===== config.mk =====
export PLATFORM = sky130hd
export DESIGN_NAME = tile_row_scanline_compositor_top
export DESIGN_NICKNAME = d
export VERILOG_FILES = /design/src/hdl/tsc_pkg.sv /design/src/hdl/tsc_ram.sv /design/src/hdl/tile_row_scanline_compositor_top.sv
export SDC_FILE = /design/constraint.sdc
export NUM_CORES = 1
export LEC_CHECK = 0
export ABC_CLOCK_PERIOD_IN_PS = 4700
export BUFFER_PORTS_ARGS = -buffer_cell sky130_fd_sc_hd__buf_2
export CAP_MARGIN = 20
export CORE_AREA = 2 2 228 230
export DETAILED_ROUTE_END_ITERATION = 10
export DIE_AREA = 0 0 230 232
export MAX_ROUTING_LAYER = met4
export PLACE_DENSITY_LB_ADDON = 0.1
export SYNTH_ARGS = -nofsm -noshare
export SYNTH_HDL_FRONTEND = slang
export SYNTH_SLANG_ARGS = --single-unit

===== constraint.sdc =====
create_clock -name clk -period 4.7 [get_ports clk]
set_input_delay 0.47 -clock clk [delete_from_list [all_inputs] [get_ports clk]]
set_output_delay 0.47 -clock clk [all_outputs]
set_load 0.01 [all_outputs]

===== src/hdl/tsc_pkg.sv =====
package tsc_pkg;

  localparam int TILE_WIDTH = 8;

  localparam int S_DATA_W = 64;
  localparam int S_USER_W = 2;
  localparam int M_DATA_W = 24;
  localparam int M_USER_W = 1;

  localparam int X_W     = 10;
  localparam int COLOR_W = 8;
  localparam int INDEX_W = 4;
  localparam int SEL_W   = 2;
  localparam int FINE_W  = 3;
  localparam int COUNT_W = 7;
  localparam int PIX_W   = 32;
  localparam int K_W     = 3;

  localparam int SEL_LSB     = 0;
  localparam int INDEX_LSB   = 2;
  localparam int VALUE_LSB   = 6;
  localparam int FINE_LSB    = 14;
  localparam int COUNT_LSB   = 17;
  localparam int PRESENT_BIT = 24;
  localparam int PIX_LSB     = 25;

  typedef enum logic [S_USER_W-1:0] {
    OP_PALETTE = 2'd0,
    OP_LINE    = 2'd1,
    OP_TILE    = 2'd2,
    OP_NONE    = 2'd3
  } op_t;

endpackage


===== src/hdl/tsc_ram.sv =====
module tsc_ram #(
  parameter int WIDTH = 8,
  parameter int DEPTH = 64
) (
  input  logic                     clk,
  input  logic                     we,
  input  logic [$clog2(DEPTH)-1:0] waddr,
  input  logic [WIDTH-1:0]         wdata,
  input  logic                     re,
  input  logic [$clog2(DEPTH)-1:0] raddr,
  output logic [WIDTH-1:0]         rdata
);

  logic [WIDTH-1:0] mem [DEPTH];

  always_ff @(posedge clk) begin
    if (we) begin
      mem[waddr] <= wdata;
    end
    if (re) begin
      rdata <= mem[raddr];
    end
  end

endmodule


===== src/hdl/tile_row_scanline_compositor_top.sv =====
// A tile request is registered; its pixels are read from the palette RAM and registered at
// the output, one pixel per cycle unless the output stalls, set by the palette RAM's single
// read port; a tile covers up to 8 pixels, and the next tile follows without a gap. Palette
// writes and line starts are accepted while no tile is drawn or once the current tile is on
// its last pixel. Reset is synchronous and active high; it clears the line state to fine
// scroll 0 and one tile. The palette RAM is not cleared and holds garbage until written.
module tile_row_scanline_compositor_top #(
  parameter int NUM_PALETTES    = 4,
  parameter int PALETTE_ENTRIES = 16,
  parameter int MAX_TILES       = 64
) (
  input  logic                          clk,
  input  logic                          rst,
  input  logic                          s_tvalid,
  output logic                          s_tready,
  // palette_sel, color_index, color_value, fine_scroll, tile_count, tile_present,
  // tile_pixels, zero fill
  input  logic [tsc_pkg::S_DATA_W-1:0]  s_tdata,
  // op
  input  logic [tsc_pkg::S_USER_W-1:0]  s_tuser,
  output logic                          m_tvalid,
  input  logic                          m_tready,
  // x_offset, pixel_color, zero fill
  output logic [tsc_pkg::M_DATA_W-1:0]  m_tdata,
  // write_enable
  output logic [tsc_pkg::M_USER_W-1:0]  m_tuser,
  output logic                          m_tlast
);
  import tsc_pkg::*;

  localparam int DEPTH = NUM_PALETTES * PALETTE_ENTRIES;
  localparam int AW    = $clog2(DEPTH);
  localparam int TW    = $clog2(MAX_TILES + 2);

  function automatic logic [AW-1:0] entry_of(logic [INDEX_W-1:0] idx);
    logic [AW-1:0] r;
    r = '0;
    for (int i = 0; i < (1 << INDEX_W); i++) begin
      if (idx == INDEX_W'(i)) r = AW'(i % PALETTE_ENTRIES);
    end
    return r;
  endfunction

  function automatic logic [AW-1:0] base_of(logic [SEL_W-1:0] sel);
    logic [AW-1:0] r;
    r = '0;
    for (int i = 0; i < (1 << SEL_W); i++) begin
      if (sel == SEL_W'(i)) r = AW'((i % NUM_PALETTES) * PALETTE_ENTRIES);
    end
    return r;
  endfunction

  logic [X_W-1:0]  x_position;
  logic [TW-1:0]   tiles_done;
  logic [FINE_W-1:0] line_fine_scroll;
  logic [TW-1:0]   line_tile_total;

  logic               busy;
  logic [K_W-1:0]     k;
  logic [K_W-1:0]     k_end;
  logic [PIX_W-1:0]   pixels;
  logic               present;
  logic [AW-1:0]      base;
  logic [X_W-1:0]     x_cur;

  logic               out_we;
  logic               out_last;
  logic [X_W-1:0]     out_x;
  logic [COLOR_W-1:0] rdata;

  op_t                op;
  logic               accept;
  logic               out_adv;
  logic               issue;
  logic               issue_last;
  logic               draw;
  logic [K_W-1:0]     first_k;
  logic [K_W:0]       stop_k;
  logic [INDEX_W-1:0] pix;
  logic               pix_we;
  logic [COUNT_W-1:0] cnt_in;
  logic [TW-1:0]      total_in;
  logic               ram_we;
  logic [AW-1:0]      ram_waddr;

  assign op         = op_t'(s_tuser);
  assign out_adv    = !m_tvalid || m_tready;
  assign issue      = busy && out_adv;
  assign issue_last = issue && (k == k_end);
  assign s_tready   = !busy || issue_last;
  assign accept     = s_tvalid && s_tready;

  assign pix    = pixels[{k, 2'b00} +: INDEX_W];
  assign pix_we = present && (pix != '0);

  always_comb begin
    draw    = 1'b1;
    first_k = '0;
    stop_k  = (K_W+1)'(TILE_WIDTH);
    if (tiles_done == '0) begin
      first_k = line_fine_scroll;
    end else if (tiles_done < line_tile_total) begin
      first_k = '0;
    end else if (tiles_done == line_tile_total && line_fine_scroll != '0) begin
      stop_k = {1'b0, line_fine_scroll};
    end else begin
      draw = 1'b0;
    end
  end

  always_comb begin
    cnt_in = s_tdata[COUNT_LSB +: COUNT_W];
    if (cnt_in == '0) begin
      total_in = TW'(1);
    end else if ({1'b0, cnt_in} > (COUNT_W+1)'(MAX_TILES)) begin
      total_in = TW'(MAX_TILES);
    end else begin
      total_in = TW'(cnt_in);
    end
  end

  assign ram_we    = accept && (op == OP_PALETTE);
  assign ram_waddr = base_of(s_tdata[SEL_LSB +: SEL_W]) + entry_of(s_tdata[INDEX_LSB +: INDEX_W]);

  tsc_ram #(
    .WIDTH (COLOR_W),
    .DEPTH (DEPTH)
  ) u_palette (
    .clk   (clk),
    .we    (ram_we),
    .waddr (ram_waddr),
    .wdata (s_tdata[VALUE_LSB +: COLOR_W]),
    .re    (issue),
    .raddr (base + entry_of(pix)),
    .rdata (rdata)
  );

  always_ff @(posedge clk) begin
    if (rst) begin
      x_position       <= '0;
      tiles_done       <= '0;
      line_fine_scroll <= '0;
      line_tile_total  <= TW'(1);
      busy             <= 1'b0;
      m_tvalid         <= 1'b0;
    end else begin
      if (issue) begin
        m_tvalid <= 1'b1;
      end else if (m_tready) begin
        m_tvalid <= 1'b0;
      end

      if (issue_last) begin
        busy <= 1'b0;
      end

      if (accept) begin
        case (op)
          OP_LINE: begin
            line_fine_scroll <= s_tdata[FINE_LSB +: FINE_W];
            line_tile_total  <= total_in;
            x_position       <= '0;
            tiles_done       <= '0;
          end
          OP_TILE: begin
            if (draw) begin
              tiles_done <= tiles_done + TW'(1);
              x_position <= x_position + X_W'(stop_k - {1'b0, first_k});
              busy       <= 1'b1;
            end
          end
          default: begin
          end
        endcase
      end
    end
  end

  always_ff @(posedge clk) begin
    if (accept && op == OP_TILE && draw) begin
      k       <= first_k;
      k_end   <= K_W'(stop_k - (K_W+1)'(1));
      pixels  <= s_tdata[PIX_LSB +: PIX_W];
      present <= s_tdata[PRESENT_BIT];
      base    <= base_of(s_tdata[SEL_LSB +: SEL_W]);
      x_cur   <= x_position;
    end else if (issue) begin
      k     <= k + K_W'(1);
      x_cur <= x_cur + X_W'(1);
    end
    if (issue) begin
      out_x    <= x_cur;
      out_we   <= pix_we;
      out_last <= (k == k_end);
    end
  end

  assign m_tdata    = {(M_DATA_W - X_W - COLOR_W)'(0), (out_we ? rdata : COLOR_W'(0)), out_x};
  assign m_tuser[0] = out_we;
  assign m_tlast    = out_last;

endmodule


==> reports/results.tsv, run 1 <==
metric	value	unit
antenna_violations_before_repair	0	
dp_hpwl	36600	um
viasPerCell	5.70	
drive_above_1_share	14.5	%
layout.cells.most_common	sky130_fd_sc_hd__edfxtp_1	
finish.net_count	2099	
first_iteration_detailed_routing_drc_count	1309	
cts.path.max_buffers	3	
timing.final.crit_period	4180	ps
final_cells	2733	
finClkSkew	28.0	ps
synth_async_sr_flop_share	0	%
seq_area_frac_synth	71.7	%
crit_fanout	6	
finalMaxSlewViolations	0	
synthesis_warnings	0	
clk_pin_slew	60	ps
worstMarginPinSlew	963	ps
final_hold_viol_count	0	
worstSetupStartpointType	flop	
avgRoutedWirePerCell	22.5	um
clock_tree_from_tritoncts	built	
result_of_the_run	finished clean	
netlist_area	0.0252	mm^2
placed_cells	2596	
gp_congestion	0.803	
synth_enable_flop_cells	583	
synthFlopType	sky130_fd_sc_hd__edfxtp_1	
maxCapViolCount	0	
avgSynthCellArea	13.7	um^2
remaining_drc_errors	0	
rsz0062_at_grt	no	
mostFrequentLayoutCells	sky130_fd_sc_hd__edfxtp_1, sky130_fd_sc_hd__nand2_1, sky130_fd_sc_hd__a211oi_1	
ys_seq_elements	612	
sinks_on_clock_net	612	
boundaryPins	98	
root_buffer	sky130_fd_sc_hd__clkbuf_16	
initial_standard_cell_utilization_of_the_core	49.6	%
fp-row-count	83	
fmaxAchievable	0.240	GHz
gr-total-overflow	0	
synthDistinctLibCells	62	
cts_buffers	61	
fp.coreArea	0.0509	mm^2
groute.usage.overall	23.8	%
final_min_period_over_clock_period	88.8	%
cp_data_required_time	5260	ps
peak_vdd_ir	0.357	mV
vias	15600	
grt_pass1_vias	15200	
fin_tns_setup	0	ps
die_y	232	um
cts_htree_levels	2	
grt_start_max_net_pins	118	
final.hold.worst_slack	35.3	ps
report.final.setup_viol	0	
detail_route.wirelength	61500	um
p_leak	9.76	nW
cts_post_setup_buffers_inserted	0	
tightest_hold_check_type	input pin to flop	
arrival	4730	ps
grt_pass1_wl	93000	um
buffer_ports.inserted	84	
timing.max_slew.rel_slack	35.7	%
worst_path_class_setup	flop to flop	
syn_to_final_growth	14.9	%
floorplan.die.width	230	um
first_pass_iters	5	
design.die.area	0.0534	mm^2
netlist_instances	1847	
power_density	408	mW/mm^2
postRouteAntennaNets	0	
end_kind	flop	
clk_latency	640	ps
-- state kept, by name, summed over array words and instances, names as in the netlist --
name	cells
m_tuser	1
m_tvalid	1
k_end	3
m_tlast	1
u_palette.mem	512
k	3
out_x	10
base	2
line_fine_scroll	3
present	1
x_cur	10
u_palette.rdata	8
tiles_done	7
pixels	32
busy	1
x_position	10
line_tile_total	7
-- kinds of logic (layout without fill, tap and decap cells) --
kind of cell	after synthesis	in the layout	share of synthesized area [%]
AND/OR/NAND/NOR	615	615	11.1
flip-flops	612	612	71.7
AO/OA/AOI/OAI	398	398	11.1
buffers and inverters	140	340	2.49
multiplexers	32	32	1.51
XOR/XNOR	26	26	0.902
adder cells (fa/ha/maj)	23	23	1.17
other	1	7	0.0149
-- stage by stage --
step	setup slack, ps	util (%)	instance area [um^2]	power, mW
5_1_grt	70.1	57.0	29000	12.3
2_1_floorplan	827	-	25300	6.91
3_5_place_dp	288	52.8	26900	7.40
4_1_cts	302	57.0	29000	11.9
6_report	525	57.0	29000	11.8
3_3_place_gp	396	52.8	26900	7.39
-- timing repair --
item | 4_1_cts | 5_1_grt
hold endpoints to repair | 26 | 1
endpoints found under the setup margin | 0 | 1
resized for setup | 0 | 2
hold buffers | 26 | 1
-- layout make-up --
class,instances,area (um^2)
clock buffer,74,1600
clock inverter,35,240
antenna,1,2.50
multi-input combinational,1100,6590
fill,4109,21900
sequential,612,18100
tap,680,851
inverter,15,56.3
timing repair buffer,216,1580
-- where the power goes --
group / switching, mW / total, mW / internal [mW]
registers: 0.0250 / 6.04 / 6.01
clock network: 2.03 / 4.54 / 2.51
logic: 0.851 / 1.27 / 0.416
total: 2.90 / 11.8 / 8.94
-- synth_stat cells (all sizes together) (5+ instances only) --
cell type / number / area [um^2]
a31oi: 118 / 738
edfxtp: 583 / 17500
inv: 15 / 56.3
a21oi: 41 / 205
nand3: 22 / 110
xnor2: 12 / 105
a22oi: 31 / 233
o21ai: 18 / 90.1
clkbuf: 61 / 230
nand3b: 12 / 90.1
nand4: 5 / 31.3
ha: 22 / 275
o221ai: 7 / 61.3
a21o: 6 / 45.0
dfxtp: 29 / 581
a22o: 15 / 131
and2: 129 / 807
nand2: 312 / 1170
buf: 64 / 342
xor2: 14 / 123
mux2i: 25 / 254
nand2b: 9 / 56.3
nor2b: 8 / 50.1
a211oi: 124 / 951
a221oi: 10 / 100
o22ai: 5 / 31.3
nor3: 14 / 70.1
nor2: 93 / 349
-- path summary, 6_finish.rpt --
path / startpoint / slack [ps] / endpoint / depth (start not counted)
max: tiles_done[0]$_SDFFE_PP0P_ / 520 / x_position[9]$_SDFFE_PP0P_ / 20
min: s_tdata[53] / 40 / pixels[28]$_DFFE_PP_ / 1
max reg2reg: tiles_done[0]$_SDFFE_PP0P_ / 520 / x_position[9]$_SDFFE_PP0P_ / 20
min reg2reg: line_tile_total[1]$_SDFFE_PP0P_ / 450 / line_tile_total[1]$_SDFFE_PP0P_ / 2
-- per-layer routing --
metal	vias up	track usage, %	routed length [um]
li1	7293	-	-
met1	7758	32.7	27500
met2	439	36.9	28900
met3	99	3.89	3380
met4	0	7.30	1770
met5	-	-	0
-- critical path, cell delays in order (launching register included) --
cell and delay (ps):
sky130_fd_sc_hd__dfxtp_1 420, sky130_fd_sc_hd__inv_1 90, sky130_fd_sc_hd__ha_1 280, sky130_fd_sc_hd__nand4_1 130, sky130_fd_sc_hd__or3_1 340, sky130_fd_sc_hd__nand2b_1 160
sky130_fd_sc_hd__nand2_1 110, sky130_fd_sc_hd__nand2_1 70, sky130_fd_sc_hd__ha_1 210, sky130_fd_sc_hd__inv_1 90, sky130_fd_sc_hd__a21oi_1 70, sky130_fd_sc_hd__a311oi_1 290
sky130_fd_sc_hd__ha_1 320, sky130_fd_sc_hd__a21oi_1 220, sky130_fd_sc_hd__nor2b_1 70, sky130_fd_sc_hd__o21a_1 200, sky130_fd_sc_hd__o41ai_2 260, sky130_fd_sc_hd__o21ai_0 170
sky130_fd_sc_hd__xor2_1 170, sky130_fd_sc_hd__or3_1 310, sky130_fd_sc_hd__a31oi_1 120
Note: power is estimated with default switching activity, not from simulation.
==> run 2, diff against run 1 <==
Settings changed: CORE_AREA 2 2 228 230 to 2 2 227 229, DIE_AREA 0 0 230 232 to 0 0 229 231, RECOVER_POWER set to 25, SYNTH_HIERARCHICAL set to 1.
==> run 2 against run 1 <==
Against the previous run: the flow now finishes with violations (capacitance limit, slew limit); core utilization fell by 0.52 points; sequential power about the same; cell count down 17%; global-route usage fell by 1.5 points; setup slack got worse by 72 ps; clock skew decreased by 11 ps; sequential cell count stayed put; critical endpoint unchanged.
==> reports/results.tsv, run 2 <==
metric	value	unit
dominant_combinational_cell_family_by_area_after_synthesis	multiplexers	
synth.mux.area_fraction	14.3	%
crit_path_top_delay_cell	sky130_fd_sc_hd__dfxtp_1	
yosys.area.top_type	sky130_fd_sc_hd__edfxtp_1	
arrival	4790	ps
globalRouteMet1Util	30.7	%
netlist_area	0.0249	mm^2
grt_pass1_wl	84000	um
worst_path_max_stage_delay	380	ps
worst_path_class_setup	flop to flop	
synthMostInstantiatedCell	sky130_fd_sc_hd__edfxtp_1	
seq_area_frac_synth	72.7	%
finish.net_count	1620	
worstMarginPinSlew	3090	ps
peak_vdd_ir	0.267	mV
dp_hpwl	34400	um
ys_seq_elements	612	
top_regs	u_palette/mem x512, pixels x32	
fp-row-count	83	
die_y	231	um
cts_post_setup_buffers_inserted	0	
cts_buffers	61	
timing.critical_path.mode_cell	sky130_fd_sc_hd__ha_1	
floorplan.die.width	229	um
clk_pin_slew	60	ps
cp_data_required_time	5240	ps
crit_family	simple AND/OR/NAND/NOR gates	
syn_to_final_growth	15.0	%
hold_path_startpoint	s_tdata[30]	
fp.coreArea	0.0507	mm^2
mostFrequentLayoutCells	sky130_fd_sc_hd__edfxtp_1, sky130_fd_sc_hd__mux4_2, sky130_fd_sc_hd__nor2_1	
critical_path.cell_chain	inv_1 -> ha_1 -> nand3_1 -> nor3_1 -> o31a_1 -> o21ai_0 -> ha_1 -> nor4_1 -> and2_1 -> ha_1 -> o21a_1 -> o21a_1 -> o32a_1 -> and3_1 -> or2_2 -> o211ai_1	
sinks_on_clock_net	612	
fin_tns_setup	0	ps
synth.top_cells.by_area	sky130_fd_sc_hd__edfxtp_1, sky130_fd_sc_hd__mux4_2, sky130_fd_sc_hd__dfxtp_1, sky130_fd_sc_hd__nor2_1, sky130_fd_sc_hd__mux2i_1	
buffer_ports.inserted	84	
design.die.area	0.0529	mm^2
boundaryPins	98	
rsz0062_at_grt	no	
cts_htree_levels	2	
global_route.peak_usage_layer	met2	
reg2reg_setup_slack	450	ps
postRouteAntennaNets	0	
gr-total-overflow	0	
postLayoutCellArea	0.0286	mm^2
worstSetupStartpointType	flop	
gp_congestion	0.853	
netlist_instances	1336	
post_synth_most_frequent_cells	sky130_fd_sc_hd__edfxtp_1, sky130_fd_sc_hd__mux4_2, sky130_fd_sc_hd__nor2_1	
viasPerCell	5.75	
path_buf_inv	1	
synthFlopType	sky130_fd_sc_hd__edfxtp_1	
groute.usage.overall	22.3	%
placed_cells	2112	
first_pass_iters	5	
critical_path.reg2reg.startpoint	tiles_done[0]$_SDFFE_PP0P_	
fillerInstances	4029	
final_hold_viol_count	0	
failed_checks	capacitance limit, slew limit	
groute.layer.met2.usage	34.9	%
grt_start_max_net_pins	65	
num_antenna_cells	0	
crit_fanout	9	
synth_async_sr_flop_share	0	%
clk_latency	620	ps
grt_pass1_vias	13100	
report.final.setup_viol	0	
first_iteration_detailed_routing_drc_count	1088	
final_min_period_over_clock_period	90.4	%
timing.max_slew.rel_slack	-106	%
total_power	11.7	mW
maxCapViolCount	6	
launching_instance_or_port_of_the_critical_path	tiles_done[0]$_SDFFE_PP0P_	
share_of_the_synthesized_area_in_compound_gates_ao_oa_aoi_oai	3.74	%
root_buffer	sky130_fd_sc_hd__clkbuf_16	
synth_enable_flop_cells	583	
avgRoutedWirePerCell	24.9	um
cts.path.max_buffers	3	
result_of_the_run	finished, violations left	
antenna_violations_before_repair	0	
final_cells	2256	
synth_adder_area_share	1.24	%
synth-xor-area-share	0.633	%
max_flop_register	u_palette/mem	
timing.final.crit_period	4250	ps
largest_register_ff_count	512	
power_density	410	mW/mm^2
layout.cells.most_common	sky130_fd_sc_hd__edfxtp_1	
end_kind	flop	
post_synth_and_or_nand_nor_area_fraction	5.29	%
post_dp_cell_area	0.0264	mm^2
synthDistinctLibCells	70	
fmaxAchievable	0.235	GHz
initial_standard_cell_utilization_of_the_core	49.1	%
finClkSkew	17.0	ps
top_cell_type_s_share_of_synthesized_area	70.3	%
vias	13000	
remaining_drc_errors	0	
drive_above_1_share	26.1	%
avgSynthCellArea	18.6	um^2
tightest_hold_check_type	input pin to flop	
clock_tree_from_tritoncts	built	
p_leak	9.34	nW
finalMaxSlewViolations	353	
grt.met3_usage	3.90	%
synthesis_warnings	6	
detail_route.wirelength	56200	um
run 2: cell count changes in the layout (fill, tap and decap cells not counted), sizes merged, moves of 14 or more:
cell    before  now
mux4         4  134
nand3       22   36
a22o        15    0
a211oi     124    5
mux2         3   22
a22oi       31    3
and2       129   12
buf        189  161
clkbuf      74   88
a31oi      118    1
nand2      312   37
run 2: final timing paths:
| check | endpoint | cells past startpoint |
|---|---|---|
| setup / recovery | x_position[9]$_SDFFE_PP0P_ | 16 |
| hold / removal | pixels[5]$_DFFE_PP_ | 1 |
| setup reg to reg | x_position[9]$_SDFFE_PP0P_ | 16 |
| hold reg to reg | out_x[9]$_DFFE_PP_ | 0 |
run 2: logic make-up (layout without fill, tap and decap cells):
logic type,Yosys count,after routing
flops,612,612
simple gates,269,269
mux,185,185
compound gates,130,130
buf+inv,97,332
fa+ha+maj,24,24
xor+xnor,18,18
other cells,1,6
run 2: routing by layer:
layer / vias to the layer above / wire (um)
li1: 5780 / -
met1: 6783 / 24900
met2: 328 / 27100
met3: 89 / 2980
met4: 0 / 1180
met5: - / 0
run 2: repair_timing:
item	CTS	global route
endpoints found under the setup margin	0	0
hold buffers	29	0
gates resized for setup	0	0
endpoints found under the hold margin	29	0
run 2: area by class of cell:
type                            instances  area (um^2)  share of cell area, %
Clock buffer                           78         1630                   5.70
Clock inverter                         35          270                  0.944
Inverter                               19         71.3                  0.249
Multi-Input combinational cell        632         6320                   22.1
Sequential cell                       612        18100                   63.2
Tap cell                              680          851                   2.97
Timing Repair Buffer                  200         1390                   4.84
run 2: where the power goes:
group / switching (mW) / internal (mW)
Combinational: 0.572 / 0.444
Sequential: 0.0287 / 6.02
Clock: 2.00 / 2.66
run 2: worst register-to-register path: cells and delay by family (launching register included):
kind	cells	cell delay [ps]
compound gates	6	1240
fa+ha+maj	3	820
buf+inv	1	100
flops	1	380
simple gates	6	1620
run 2: through the flow:
stage	setup slack, ps	utilization, %	hold WS (ps)
6_report	453	56.5	30.5
5_1_grt	118	56.5	0.189
4_1_cts	462	56.5	0.241
3_5_place_dp	526	52.2	474
3_3_place_gp	581	52.2	463
2_1_floorplan	1020	-	449
==> run 3, diff against run 2 <==
Settings changed: CTS_BUF_LIST set to sky130_fd_sc_hd__clkbuf_8, HOLD_SLACK_MARGIN set to 0.12.
==> run 3 against run 2 <==
Against the previous run: the run still ends with capacitance limit, slew limit left; first-iteration DRC count down 3.0%; design area down 0.42%; maximum frequency down 0.41%; combinational power about the same; die area unchanged; highest routed layer unchanged.
==> reports/results.tsv, run 3 (synthesized netlist as in run 2, its figures left out) <==
metric	value	unit
finalMaxSlewViolations	429	
final_hold_viol_count	0	
detail_route.wirelength	56800	um
syn_to_final_growth	14.5	%
reg2regPathDepth	16	
remaining_drc_errors	0	
groute.usage.overall	22.6	%
layout.cells.most_common	sky130_fd_sc_hd__edfxtp_1	
power.net_switching	2.60	mW
design.die.area	0.0529	mm^2
grt_pass1_wl	85100	um
cp_data_required_time	5290	ps
report.final.setup_viol	0	
hold_path_startpoint	s_tdata[17]	
crit_fanout	9	
finClkSkew	27.3	ps
finish.net_count	1663	
fp-row-count	83	
worstReg2RegEnd	x_position[9]$_SDFFE_PP0P_	
viasPerCell	5.70	
grt_pass1_vias	13500	
num_antenna_cells	0	
fp.coreArea	0.0507	mm^2
final_cells	2319	
critical_path.reg2reg.startpoint	tiles_done[0]$_SDFFE_PP0P_	
path_buf_inv	1	
worstMarginPinSlew	3230	ps
peak_vdd_ir	0.204	mV
die_y	231	um
hold_path_depth	3	
fin_tns_setup	0	ps
top_regs	u_palette/mem x512, pixels x32	
floorplan.die.width	229	um
p_leak	9.46	nW
sinks_on_clock_net	612	
final_min_period_over_clock_period	90.7	%
maxCapViolCount	7	
timing.final.crit_period	4260	ps
timing.max_slew.rel_slack	-115	%
largest_register_ff_count	512	
worst_hold_path.endpoint	line_tile_total[0]$_SDFFE_PP1P_	
timing.critical_path.mode_cell	sky130_fd_sc_hd__ha_1	
power.combinational.fraction	9.2	%
worst_path_max_stage_delay	400	ps
gr-total-overflow	0	
dp_hpwl	34400	um
buffer_ports.inserted	84	
result_of_the_run	finished, violations left	
cts_post_setup_buffers_inserted	0	
avgRoutedWirePerCell	24.5	um
end_kind	flop	
cts_resized	0	
gp_congestion	0.853	
initial_standard_cell_utilization_of_the_core	49.1	%
arrival	4850	ps
cts-hold-fix-buffers	37	
cts_buffers	96	
swShare	23.4	%
reg2reg_setup_slack	440	ps
vias	13200	
critical_path.cell_chain	inv_1 -> ha_1 -> nand3_1 -> nor3_1 -> o31a_1 -> o21ai_0 -> ha_1 -> nor4_1 -> and2_1 -> ha_1 -> nand3_1 -> a21oi_1 -> o32a_1 -> and3_1 -> or2_2 -> o211ai_1	
failed_checks	capacitance limit, slew limit	
first_pass_iters	5	
sequentialPowerShare	54.4	%
placed_cells	2112	
max_flop_register	u_palette/mem	
worstSetupStartpointType	flop	
clkPwrFrac	36.4	%
cts.path.max_buffers	3	
drive_above_1_share	27.0	%
crit_family	simple AND/OR/NAND/NOR gates	
cts_htree_levels	3	
mostFrequentLayoutCells	sky130_fd_sc_hd__edfxtp_1, sky130_fd_sc_hd__mux4_2, sky130_fd_sc_hd__clkbuf_8	
crit_path_top_delay_cell	sky130_fd_sc_hd__o32a_1	
first_iteration_detailed_routing_drc_count	1055	
clock_tree_from_tritoncts	built	
fmaxAchievable	0.234	GHz
postRouteAntennaNets	0	
boundaryPins	98	
rsz0062_at_grt	no	
clk_latency	680	ps
power_density	391	mW/mm^2
grt_start_max_net_pins	65	
p_int	8.53	mW
post-route-util	56.2	%
tightest_hold_check_type	input pin to flop	
root_buffer	sky130_fd_sc_hd__clkbuf_8	
clk_pin_slew	60	ps
worst_path_class_setup	flop to flop	
antenna_violations_before_repair	0	
run 3: cell types whose count changed in the layout (fill, tap and decap cells not counted), moves of 2 or more:
cell	before	now
sky130_fd_sc_hd__clkbuf_8	0	103
sky130_fd_sc_hd__clkbuf_16	63	0
sky130_fd_sc_hd__inv_1	18	53
sky130_fd_sc_hd__clkbuf_1	25	12
sky130_fd_sc_hd__dlygate4sd3_1	29	37
sky130_fd_sc_hd__bufinv_16	4	1
sky130_fd_sc_hd__clkinv_1	16	19
sky130_fd_sc_hd__clkinv_2	10	8
sky130_fd_sc_hd__clkinvlp_4	2	0
run 3: worst max path at each step:
| stage | start | to | slack, ps | cells past startpoint |
|---|---|---|---|---|
| detailed placement | tiles_done[0]$_SDFFE_PP0P_ | x_position[9]$_SDFFE_PP0P_ | 530 | 16 |
| floorplan | tiles_done[0]$_SDFFE_PP0P_ | x_position[9]$_SDFFE_PP0P_ | 1020 | 16 |
| global placement | line_tile_total[6]$_SDFFE_PP0P_ | x_position[9]$_SDFFE_PP0P_ | 580 | 16 |
| global route | line_tile_total[6]$_SDFFE_PP0P_ | x_position[9]$_SDFFE_PP0P_ | 120 | 16 |
| CTS | line_tile_total[6]$_SDFFE_PP0P_ | x_position[9]$_SDFFE_PP0P_ | 460 | 16 |
| finish | tiles_done[0]$_SDFFE_PP0P_ | x_position[9]$_SDFFE_PP0P_ | 440 | 16 |
run 3: layout make-up:
cell class              instances  area, um^2
repair buffers                208        1460
inverters                      19        71.3
well taps                     680         851
multi-input cells             632        6320
fillers                      4081       22200
flip-flops and latches        612       18100
clock inverters                65         290
clock buffers                 103        1420
run 3: per-layer routing:
metal  vias to the layer above  routed length [um]  track usage (%)  part of all wire [%]
li1                       5874                   -                -                     -
met5                         -                   0                -                     0
met3                        85                3370             4.50                   5.9
met4                         0                1280             7.28                   2.3
met2                       390               27700             35.4                    49
met1                      6862               24500             30.1                    43
run 3: worst register-to-register path: cells and delay by family, from the launching register on:
kind	cells	cell delay, ps
buffers and inverters	1	100
and+or+nand+nor	7	1730
adders and majority gates	3	830
DFF	1	380
AOI/OAI and AO/OA	5	1160
run 3: power groups by stage:
stage | combinational [mW] | clock, mW | sequential (mW)
final | 1.02 | 4.06 | 6.06
after global routing | 1.10 | 4.40 | 6.06
after CTS | 1.04 | 4.16 | 6.05
after detailed placement | 1.02 | 0 | 6.16
after global placement | 1.00 | 0 | 6.16
after floorplan | 0.679 | 0 | 6.15
run 3: stage by stage:
stage / hold slack [ps] / setup WS, ps / total power [mW] / instance area [um^2]
global route: 199 / 119 / 11.6 / 28500
CTS: 125 / 462 / 11.3 / 28500
global placement: 463 / 581 / 7.16 / 26400
detailed placement: 474 / 526 / 7.18 / 26400
floorplan: 449 / 1020 / 6.83 / 24900
finish: 188 / 435 / 11.1 / 28500
